[src/qdt_pkg.sv]
// Package for the quoted delimiter tokenizer: register indexes, reset values,
// field widths and the word and nesting limits. No dependencies.
`default_nettype none

package qdt_pkg;

  // Field widths fixed by the item format.
  localparam int CHAR_W  = 8;
  localparam int WORD_W  = 6;
  localparam int LEN_W   = 8;
  localparam int DEPTH_W = 4;

  // Default string length limit, handed to the top level parameter.
  localparam int MAX_CHARS_DEF = 256;

  // Word slot and nesting limits, clamped to what the counters can hold.
  localparam int MAX_WORDS = 64;
  localparam int MAX_NEST  = 8;
  localparam int WORD_LIM_I = (MAX_WORDS - 1 > 63) ? 63 : MAX_WORDS - 1;
  localparam int NEST_LIM_I = (MAX_NEST > 15) ? 15 : MAX_NEST;
  localparam logic [WORD_W-1:0]  WORD_LIM = WORD_LIM_I[WORD_W-1:0];
  localparam logic [DEPTH_W-1:0] NEST_LIM = NEST_LIM_I[DEPTH_W-1:0];
  localparam logic [LEN_W-1:0]   LEN_MAX  = '1;

  // Configuration register map.
  localparam int NUM_REGS = 8;
  localparam int NUM_DELIMS = 6;
  localparam int REG_IDX_W = 3;

  typedef enum logic [REG_IDX_W-1:0] {
    REG_DELIM_A     = 3'd0,
    REG_DELIM_B     = 3'd1,
    REG_DELIM_C     = 3'd2,
    REG_DELIM_D     = 3'd3,
    REG_DELIM_E     = 3'd4,
    REG_DELIM_F     = 3'd5,
    REG_QUOTE_OPEN  = 3'd6,
    REG_QUOTE_CLOSE = 3'd7
  } reg_idx_t;

  typedef logic [CHAR_W-1:0] char_t;

  // Reset values: newline, comma, equals, parentheses and double quotes.
  localparam char_t CFG_RESET [NUM_REGS] = '{
    8'd10, 8'd44, 8'd61, 8'd40, 8'd44, 8'd41, 8'd34, 8'd34
  };

endpackage

`default_nettype wire

[src/quoted_delimiter_tokenizer.sv]
// Quoted delimiter tokenizer, top level; uses qdt_pkg.
// An accepted item's result sits in the output register from the next cycle.
// Throughput: one item per cycle unless out_stall holds a result; the single result
// register sets it; an item is taken while a waiting result leaves this cycle.
// Reset (rst_n, synchronous): registers return to defaults, word state to word 1.
`default_nettype none

module quoted_delimiter_tokenizer #(
  parameter int MAX_CHARS = qdt_pkg::MAX_CHARS_DEF
) (
  input  wire logic                         clk,
  input  wire logic                         rst_n,
  // Input channel
  input  wire logic                         in_valid,
  output logic                              in_stall,
  input  wire logic [qdt_pkg::CHAR_W-1:0]   in_char_value,
  input  wire logic                         in_last_char,
  // Result channel
  output logic                              out_valid,
  input  wire logic                         out_stall,
  output logic                              out_char_valid,
  output logic [qdt_pkg::WORD_W-1:0]        out_word_index,
  output logic [qdt_pkg::CHAR_W-1:0]        out_char_out,
  output logic [qdt_pkg::LEN_W-1:0]         out_pos_in_word,
  output logic                              out_done_res,
  output logic [qdt_pkg::WORD_W-1:0]        out_word_count,
  output logic                              out_overflow,
  // Configuration write channel
  input  wire logic                         cfg_valid,
  output logic                              cfg_ready,
  input  wire logic [qdt_pkg::REG_IDX_W-1:0] cfg_index,
  input  wire logic [qdt_pkg::CHAR_W-1:0]   cfg_data
);

  localparam int CPW = $clog2(MAX_CHARS);
  localparam logic [CPW-1:0] POS_LIM = CPW'(MAX_CHARS - 1);
  localparam int WW = qdt_pkg::WORD_W;
  localparam int LW = qdt_pkg::LEN_W;
  localparam int DW = qdt_pkg::DEPTH_W;

  // Configuration registers.
  qdt_pkg::char_t cfg_r [qdt_pkg::NUM_REGS];

  // Tokenizer state.
  logic [WW-1:0]  cur_word_r, cur_word_nxt;
  logic [LW-1:0]  cur_len_r, cur_len_nxt;
  logic [DW-1:0]  nest_depth_r, nest_depth_nxt;
  logic [CPW-1:0] char_pos_r, char_pos_nxt;
  logic           ovf_r, ovf_nxt;

  // Result register.
  logic           out_valid_r;
  logic           char_valid_r, char_valid_nxt;
  logic [WW-1:0]  word_index_r, word_index_nxt;
  logic [7:0]     char_out_r, char_out_nxt;
  logic [LW-1:0]  pos_r, pos_nxt;
  logic           done_r;
  logic [WW-1:0]  count_r, count_nxt;
  logic           overflow_r;

  logic in_acc;
  logic has_result;

  // Decode signals.
  logic room, is_qo, is_qc, is_quote, opening, delim_hit, is_delim, start_word;

  assign cfg_ready = 1'b1;
  assign in_stall  = out_valid_r & out_stall;
  assign in_acc    = in_valid & ~in_stall;

  // Configuration writes.
  always_ff @(posedge clk) begin
    if (!rst_n) begin
      for (int i = 0; i < qdt_pkg::NUM_REGS; i++) begin
        cfg_r[i] <= qdt_pkg::CFG_RESET[i];
      end
    end else if (cfg_valid && cfg_ready) begin
      cfg_r[cfg_index] <= cfg_data;
    end
  end

  // Character classification against the quote pair and the delimiters.
  always_comb begin
    room     = char_pos_r < POS_LIM;
    is_qo    = in_char_value == cfg_r[qdt_pkg::REG_QUOTE_OPEN];
    is_qc    = in_char_value == cfg_r[qdt_pkg::REG_QUOTE_CLOSE];
    is_quote = is_qo | is_qc;
    // With one shared quote character it opens only at depth zero.
    if (cfg_r[qdt_pkg::REG_QUOTE_OPEN] == cfg_r[qdt_pkg::REG_QUOTE_CLOSE]) begin
      opening = is_qo & (nest_depth_r == '0);
    end else begin
      opening = is_qo;
    end
    delim_hit = 1'b0;
    for (int i = 0; i < qdt_pkg::NUM_DELIMS; i++) begin
      delim_hit = delim_hit | (in_char_value == cfg_r[i]);
    end
    is_delim = delim_hit & (nest_depth_r == '0);
    // With room, a closing quote starts a word; others only after a non-empty one.
    start_word = room & ((is_quote & ~opening) |
                         ((cur_len_r != '0) & ((is_quote & opening) | is_delim)));
  end

  // Next state and result payload for one item.
  always_comb begin
    cur_word_nxt   = cur_word_r;
    cur_len_nxt    = cur_len_r;
    nest_depth_nxt = nest_depth_r;
    char_pos_nxt   = char_pos_r;
    ovf_nxt        = ovf_r;
    char_valid_nxt = 1'b0;
    word_index_nxt = '0;
    char_out_nxt   = '0;
    pos_nxt        = '0;

    if (room) begin
      char_pos_nxt = char_pos_r + 1'b1;
      if (is_quote) begin
        if (opening) begin
          if (nest_depth_r < qdt_pkg::NEST_LIM) begin
            nest_depth_nxt = nest_depth_r + 1'b1;
          end
        end else if (nest_depth_r != '0) begin
          nest_depth_nxt = nest_depth_r - 1'b1;
        end
      end else if (!is_delim) begin
        char_valid_nxt = 1'b1;
        word_index_nxt = cur_word_r;
        char_out_nxt   = in_char_value;
        pos_nxt        = cur_len_r;
        if (cur_len_r != qdt_pkg::LEN_MAX) begin
          cur_len_nxt = cur_len_r + 1'b1;
        end
      end
    end

    // Moving to a new word saturates at the last slot and flags overflow.
    if (start_word) begin
      if (cur_word_r >= qdt_pkg::WORD_LIM) begin
        ovf_nxt = 1'b1;
      end else begin
        cur_word_nxt = cur_word_r + 1'b1;
        cur_len_nxt  = '0;
      end
    end

    // The word count leaves out a trailing empty word.
    count_nxt = '0;
    if (in_last_char) begin
      count_nxt = cur_word_nxt - WW'(cur_len_nxt == '0);
    end
    has_result = char_valid_nxt | in_last_char;
  end

  // State update; the last character of a string clears it.
  always_ff @(posedge clk) begin
    if (!rst_n) begin
      cur_word_r   <= WW'(1);
      cur_len_r    <= '0;
      nest_depth_r <= '0;
      char_pos_r   <= '0;
      ovf_r        <= 1'b0;
    end else if (in_acc) begin
      if (in_last_char) begin
        cur_word_r   <= WW'(1);
        cur_len_r    <= '0;
        nest_depth_r <= '0;
        char_pos_r   <= '0;
        ovf_r        <= 1'b0;
      end else begin
        cur_word_r   <= cur_word_nxt;
        cur_len_r    <= cur_len_nxt;
        nest_depth_r <= nest_depth_nxt;
        char_pos_r   <= char_pos_nxt;
        ovf_r        <= ovf_nxt;
      end
    end
  end

  // Result register valid.
  always_ff @(posedge clk) begin
    if (!rst_n) begin
      out_valid_r <= 1'b0;
    end else if (in_acc && has_result) begin
      out_valid_r <= 1'b1;
    end else if (!out_stall) begin
      out_valid_r <= 1'b0;
    end
  end

  // Result register payload.
  always_ff @(posedge clk) begin
    if (in_acc && has_result) begin
      char_valid_r <= char_valid_nxt;
      word_index_r <= word_index_nxt;
      char_out_r   <= char_out_nxt;
      pos_r        <= pos_nxt;
      done_r       <= in_last_char;
      count_r      <= count_nxt;
      overflow_r   <= ovf_nxt;
    end
  end

  assign out_valid       = out_valid_r;
  assign out_char_valid  = char_valid_r;
  assign out_word_index  = word_index_r;
  assign out_char_out    = char_out_r;
  assign out_pos_in_word = pos_r;
  assign out_done_res    = done_r;
  assign out_word_count  = count_r;
  assign out_overflow    = overflow_r;

  // A string's last character leaves the word state at its start values.
  a_clear_on_last: assert property (@(posedge clk) disable iff (!rst_n)
    (in_acc && in_last_char) |=>
      (cur_word_r == WW'(1) && cur_len_r == '0 && nest_depth_r == '0 && !ovf_r))
    else $error("word state not cleared after last character");

  // Quote nesting never passes its limit.
  a_nest_limit: assert property (@(posedge clk) disable iff (!rst_n)
    nest_depth_r <= qdt_pkg::NEST_LIM)
    else $error("nesting depth above limit");

  // A result either carries a character or ends a string.
  a_result_kind: assert property (@(posedge clk) disable iff (!rst_n)
    (out_valid_r && !out_char_valid) |-> out_done_res)
    else $error("empty result that does not end a string");

  // Appended characters always go to a word slot from one upward.
  a_word_slot: assert property (@(posedge clk) disable iff (!rst_n)
    (out_valid_r && out_char_valid) |-> (out_word_index != '0))
    else $error("character reported in word slot zero");

endmodule

`default_nettype wire

[config.mk]
export PLATFORM = sky130hd
export DESIGN_NAME = quoted_delimiter_tokenizer
export DESIGN_NICKNAME = d
export VERILOG_FILES = /design/src/qdt_pkg.sv /design/src/quoted_delimiter_tokenizer.sv
export SDC_FILE = /design/constraint.sdc
export NUM_CORES = 1
export LEC_CHECK = 0
export BUFFER_PORTS_ARGS = -buffer_cell sky130_fd_sc_hd__buf_2
export CAP_MARGIN = 0
export CORE_MARGIN = 3
export CORE_UTILIZATION = 60
export DETAILED_ROUTE_END_ITERATION = 10
export GPL_ROUTABILITY_DRIVEN = 0
export GPL_TIMING_DRIVEN = 0
export PLACE_DENSITY = 0.83
export SKIP_LAST_GASP = 1
export SYNTH_ARGS = -nofsm -noshare
export SYNTH_HDL_FRONTEND = slang
export SYNTH_SLANG_ARGS = --single-unit
[constraint.sdc]
create_clock -name clk -period 10.2 [get_ports clk]
set_input_delay 0.51 -clock clk [delete_from_list [all_inputs] [get_ports clk]]
set_output_delay 0.51 -clock clk [all_outputs]
set_load 0.02 [all_outputs]
======== Word-level counts from Yosys, hierarchy flattened ========
Memory sizes are Yosys's and may differ from the RTL's.
Index checks and enable logic that the tools add are counted.
storage, ports and cells
  bits in registers ....................... 59
  memory bits (writable) .................. 64
  input bits .............................. 25
  output and inout bits ................... 34
  memories ................................ 1
memories
  name   words  width  read ports  clocked after memory_dff  wr ports  line                              source
  cfg_r  8      8      8           0                         8         quoted_delimiter_tokenizer.sv:42  qdt_pkg::char_t cfg_r [qdt_pkg::NUM_REGS];
cells by class
  $add $sub $neg .......................... 6
  $lt $le $gt $ge ......................... 3
  equal/unequal tests ..................... 12
  mux-type cells .......................... 34
  bitwise logic cells ..................... 20
  reductions and logical operators ........ 12
operator list
  cell                 count
  $mux 8               10
  $eq 8x8->1           9
  $mux 4               6
  $mux 6               3
  $add 8x1->8 const B  2
  $mux 1               14
  $or 1x1->1           9
  $and 1x1->1          8
  $logic_not 8->1      1
  $lt 8x8->1 const B   1
  $ne 8x8->1 const B   1
  $reduce_bool 8->1    1
  $reduce_or 8->1      1
  $add 6x1->6 const B  1
  $ge 6x6->1 const B   1
  $sub 6x1->6          1
  $reduce_and 5->1     1
  $add 4x1->4 const B  1
  $logic_not 4->1      1
  $lt 4x4->1 const B   1
  $reduce_bool 2->1    2
  $reduce_bool 4->1    1
  $sub 4x1->4 const B  1
  $mux 3               1
  other kinds (7)      9

======== Longest topological paths before layout ========
An unclocked memory read counts as a cell.
  word-level depth ........................ 15
  mapped depth ............................ 18
  mapped depth without buffers ............ 15

======== Least setup slack after synthesis ========
No wires, ideal clock.
  kind .................................... input to register
  start ................................... input in_char_value[5] in the netlist's numbering
  end ..................................... register count_r[5], in the netlist out_word_count[5], data pin
  arrival ................................. 4156 ps
  data required time ...................... 9938 ps
  setup slack ............................. 5782 ps
  stages on the path ...................... 17
  buffers on the path ..................... 2
  cell sequence ........................... buf_4 -> xnor2_1 -> nand4_1 -> nor2_2 -> a2111oi_1 -> a32oi_2 -> buf_4 -> nor2_2 -> or3_1 -> a32o_1 -> o41ai_1 -> ha_1 -> inv_1 -> a31oi_1 -> a21boi_2 -> or4b_1 -> mux2_1
on the way
  cells in the longest elaborated chain, start to end .. 14
ends and longest elaborated chain
  what                                   line                                                                  source
  start, declared                        quoted_delimiter_tokenizer.sv:16                                      input wire logic [qdt_pkg::CHAR_W-1:0] in_char_value,
  $eq 8x8->1                             quoted_delimiter_tokenizer.sv:96                                      delim_hit = delim_hit | (in_char_value == cfg_r[i]);
  $or 1x1->1 (5 in a row)                quoted_delimiter_tokenizer.sv:96
  $and 1x1->1                            quoted_delimiter_tokenizer.sv:98                                      is_delim = delim_hit & (nest_depth_r == '0);
  $mux 8 or $or 1x1->1 (tied branches)   quoted_delimiter_tokenizer.sv:126, quoted_delimiter_tokenizer.sv:101
  $mux 8 or $and 1x1->1 (tied branches)  quoted_delimiter_tokenizer.sv:118, quoted_delimiter_tokenizer.sv:101
  $mux 8 or $or 1x1->1 (tied branches)   quoted_delimiter_tokenizer.sv:116, quoted_delimiter_tokenizer.sv:100
  $mux 8 or $and 1x1->1 (tied branches)  quoted_delimiter_tokenizer.sv:139, quoted_delimiter_tokenizer.sv:100
  $mux 8                                 quoted_delimiter_tokenizer.sv:138                                     if (start_word) begin
  $logic_not 8->1                        quoted_delimiter_tokenizer.sv:150                                     count_nxt = cur_word_nxt - WW'(cur_len_nxt == '0);
  $sub 6x1->6 *                          quoted_delimiter_tokenizer.sv:150
  end signal, assigned                   quoted_delimiter_tokenizer.sv:199                                     count_r <= count_nxt;
  end, declared                          quoted_delimiter_tokenizer.sv:58                                      logic [WW-1:0] count_r, count_nxt;
Mark *: on every way between the ends. The rest lies on a longest branch, timed or not.
A chain may end at the register's enable or synchronous reset.

==> results.json <==
{
  "status": "completed",
  "synth_xor_area_share_pct": 12.1,
  "via_count": 4568,
  "cts_buffers": 17,
  "synth_top_family_by_area": "simple AND/OR/NAND/NOR gates",
  "syn_inst": 563,
  "maxSlewViolCount": 0,
  "place_area_sq_um": 6740,
  "cts_tree": "done",
  "finalCriticalPeriod_ps": 4870,
  "grt_max_degree": 22,
  "crit_type": "flop to flop",
  "hpwlAfterDp_um": 9410,
  "use_met2_pct": 41.3,
  "htree_levels": 4,
  "cts_setup_buffers": 0,
  "maxSlewHeadroom_pct": 27.8,
  "fin_area_sq_um": 7320,
  "cp_max_fo": 10,
  "fmax_ghz": 0.205,
  "async_reset_ff_share_pct": 0,
  "start_util_pct": 63.1,
  "first_pass_iters": 6,
  "syn_area_sq_um": 6310,
  "max_stage_delay_ps": 520,
  "drcViolationCount": 0,
  "power.total_mw": 1.28,
  "antenna_left": 0,
  "cts_resized": 0,
  "synth-seq-area-share_pct": 54.1,
  "crit_family": "compound AO/OA/AOI/OAI gates",
  "p_leak_nw": 2.66,
  "synth-edff-count": 95,
  "ys_top_cells_by_count": "edfxtp_1, and2_1, xnor2_1, nor2_1, xor2_1",
  "syn2layout_area_growth_pct": 16.1,
  "synth-main-ff-cell": "edfxtp_1",
  "cts.sinks": 123,
  "antenna_found_initial": 0,
  "maxCapViolCount": 0,
  "cp.buffers_inverters": 2,
  "hold_viol": 0,
  "cp-end-kind": "flop",
  "die_y_um": 109,
  "post-synth-top-count-cell": "edfxtp_1",
  "yosysUniqueCellTypes": 54,
  "clock_latency_ps": 530,
  "slowest_stage": "o41ai_1",
  "dpl_worst_slack_ps": 5150,
  "hold_path.class": "input pin to flop",
  "synthTopCellsByArea": "edfxtp_1, dfxtp_1, xnor2_1, and2_1, xor2_1",
  "setup_viol": 0,
  "synth_compound_area_share_pct": 6.81,
  "fin_crit_sh_pct": 47.7,
  "synthSimpleGateAreaFrac_pct": 21.2,
  "final.setup.worst_slack_ps": 5330,
  "fin_nets": 666,
  "track_usage_pct": 25.5,
  "antennaDiodeCount": 0,
  "synth.net_count": 597,
  "row_count": 36,
  "cp.arrival_ps": 5150,
  "port_buffers": 49,
  "powerDensity_nw_per_um2": 175,
  "start_kind": "flop",
  "synth.top_cell.area_share_pct": 45.2,
  "yosys_warnings": 0,
  "r2r_slack_ps": 5330,
  "irDropWorstVdd_mv": 0.124,
  "dieArea_sq_um": 11800,
  "yosys.area.top_type": "edfxtp_1",
  "final_cells": 778,
  "layout-drive-gt1-share_pct": 16.1,
  "drt_iter0_drc": 479,
  "synth-seq-cells": 123,
  "path_clk_slew_ps": 60,
  "gr-total-overflow": 0,
  "tightest_slew_ps": 1070,
  "clk_path_buf_depth": 2,
  "syn_avg_cell_area_sq_um": 11.2,
  "ios": 59,
  "wl_per_cell_um": 18.0,
  "vias_per_cell": 5.87,
  "synth_adder_area_share_pct": 1.90,
  "met1_usage_pct": 33.7,
  "critPathRequiredTime_ps": 10480,
  "first_global_vias": 4470,
  "core_area_sq_um": 10000,
  "rsz0062_at_grt": "no",
  "tns_ps": 0,
  "busiest_layer": "met2",
  "grt_pass1_wl_um": 22400,
  "skew_ps": 8.07,
  "die_width_um": 109,
  "grtUsageMet3_pct": 5.91,
  "critical_path.cell_chain": "xor2_1 > nor4_1 > a21oi_1 > a32oi_2 > buf_4 > nor2_2 > or3_1 > a32o_1 > o41ai_1 > ha_1 > inv_1 > a31oi_1 > a21boi_2 > or4b_1 > mux2_1",
  "placed_cells": 746,
  "synth_mux_area_share_pct": 1.01,
  "routed_wl_um": 14000,
  "cts_root_buffer": "clkbuf_8",
  "postCtsHoldBufs": 0
}
## where the power goes
part	leakage (nW)	switching [mW]	internal (mW)
registers	1.15	0.0121	0.567
clock network	0.276	0.220	0.371
logic	1.23	0.0732	0.0407
## layout by cell type, fill, tap and decap left out, types with 9 or more instances in the layout
cell,instances
a21oi_1,16
and2_1,67
buf_2,49
buf_4,10
clkbuf_1,16
clkbuf_16,16
dfxtp_1,28
edfxtp_1,95
inv_1,9
nand2_1,19
nand2b_1,13
nand3_1,10
nand4_1,17
nor2_1,41
nor3_1,12
nor4_1,9
o21ai_0,15
or3_1,21
xnor2_1,48
xor2_1,39
## routing by layer
metal	part of all wire, %	vias to the layer above
li1	-	2160
met1	41	2148
met2	48	225
met3	9.5	35
met4	2.1	0
met5	0	-
## sequential cells by signal (all words and copies together) (netlist names)
name             count
cfg_r               64
char_pos_r           8
cur_len_r            8
cur_word_r           6
nest_depth_r         4
out_char_out         8
out_char_valid       1
out_done_res         1
out_overflow         1
out_pos_in_word      8
out_valid            1
out_word_count       6
out_word_index       6
ovf_r                1
## logic make-up (layout without fill, tap and decap cells)
kind of cell	count (synthesis)	after routing
buffers and inverters	37	119
and+or+nand+nor	236	236
muxes	6	6
xor gates and xnor gates	87	87
other	1	1
adders and majority gates	9	9
AOI/OAI and AO/OA	64	64
DFF	123	123
## worst paths after layout
path	from	to	cells after the start
max	cfg_r[3][6]	out_word_count[5]	15
min	in_last_char	out_done_res	1
max reg2reg	cfg_r[3][6]	out_word_count[5]	15
min reg2reg	ovf_r	ovf_r	2
## worst reg2reg max path, stage by stage (launching register included)
cell      delay [ps]
edfxtp_1         420
xor2_1           170
nor4_1           440
a21oi_1          220
a32oi_2          410
buf_4            270
nor2_2           110
or3_1            350
a32o_1           260
o41ai_1          520
ha_1             240
inv_1             60
a31oi_1          130
a21boi_2         210
or4b_1           490
mux2_1           330
## area by class of cell
type                    instances  area [sq um]
repair buffers                 50           260
flip-flops and latches        123          3410
plain buffers                  26           135
multi-input cells             403          2720
inverters                      11          41.3
fillers                       700          2680
clock buffers                  17           414
clock inverters                15           174
well taps                     133           166
## stage by stage
step / util, % / hold slack, ps
after CTS: 73.2 / 181
after global placement: 67.2 / 485
after floorplan: - / 474
after detailed placement: 67.4 / 486
final: 73.2 / 191
after global routing: 73.2 / 194
Power figures use the tool's default switching activity.
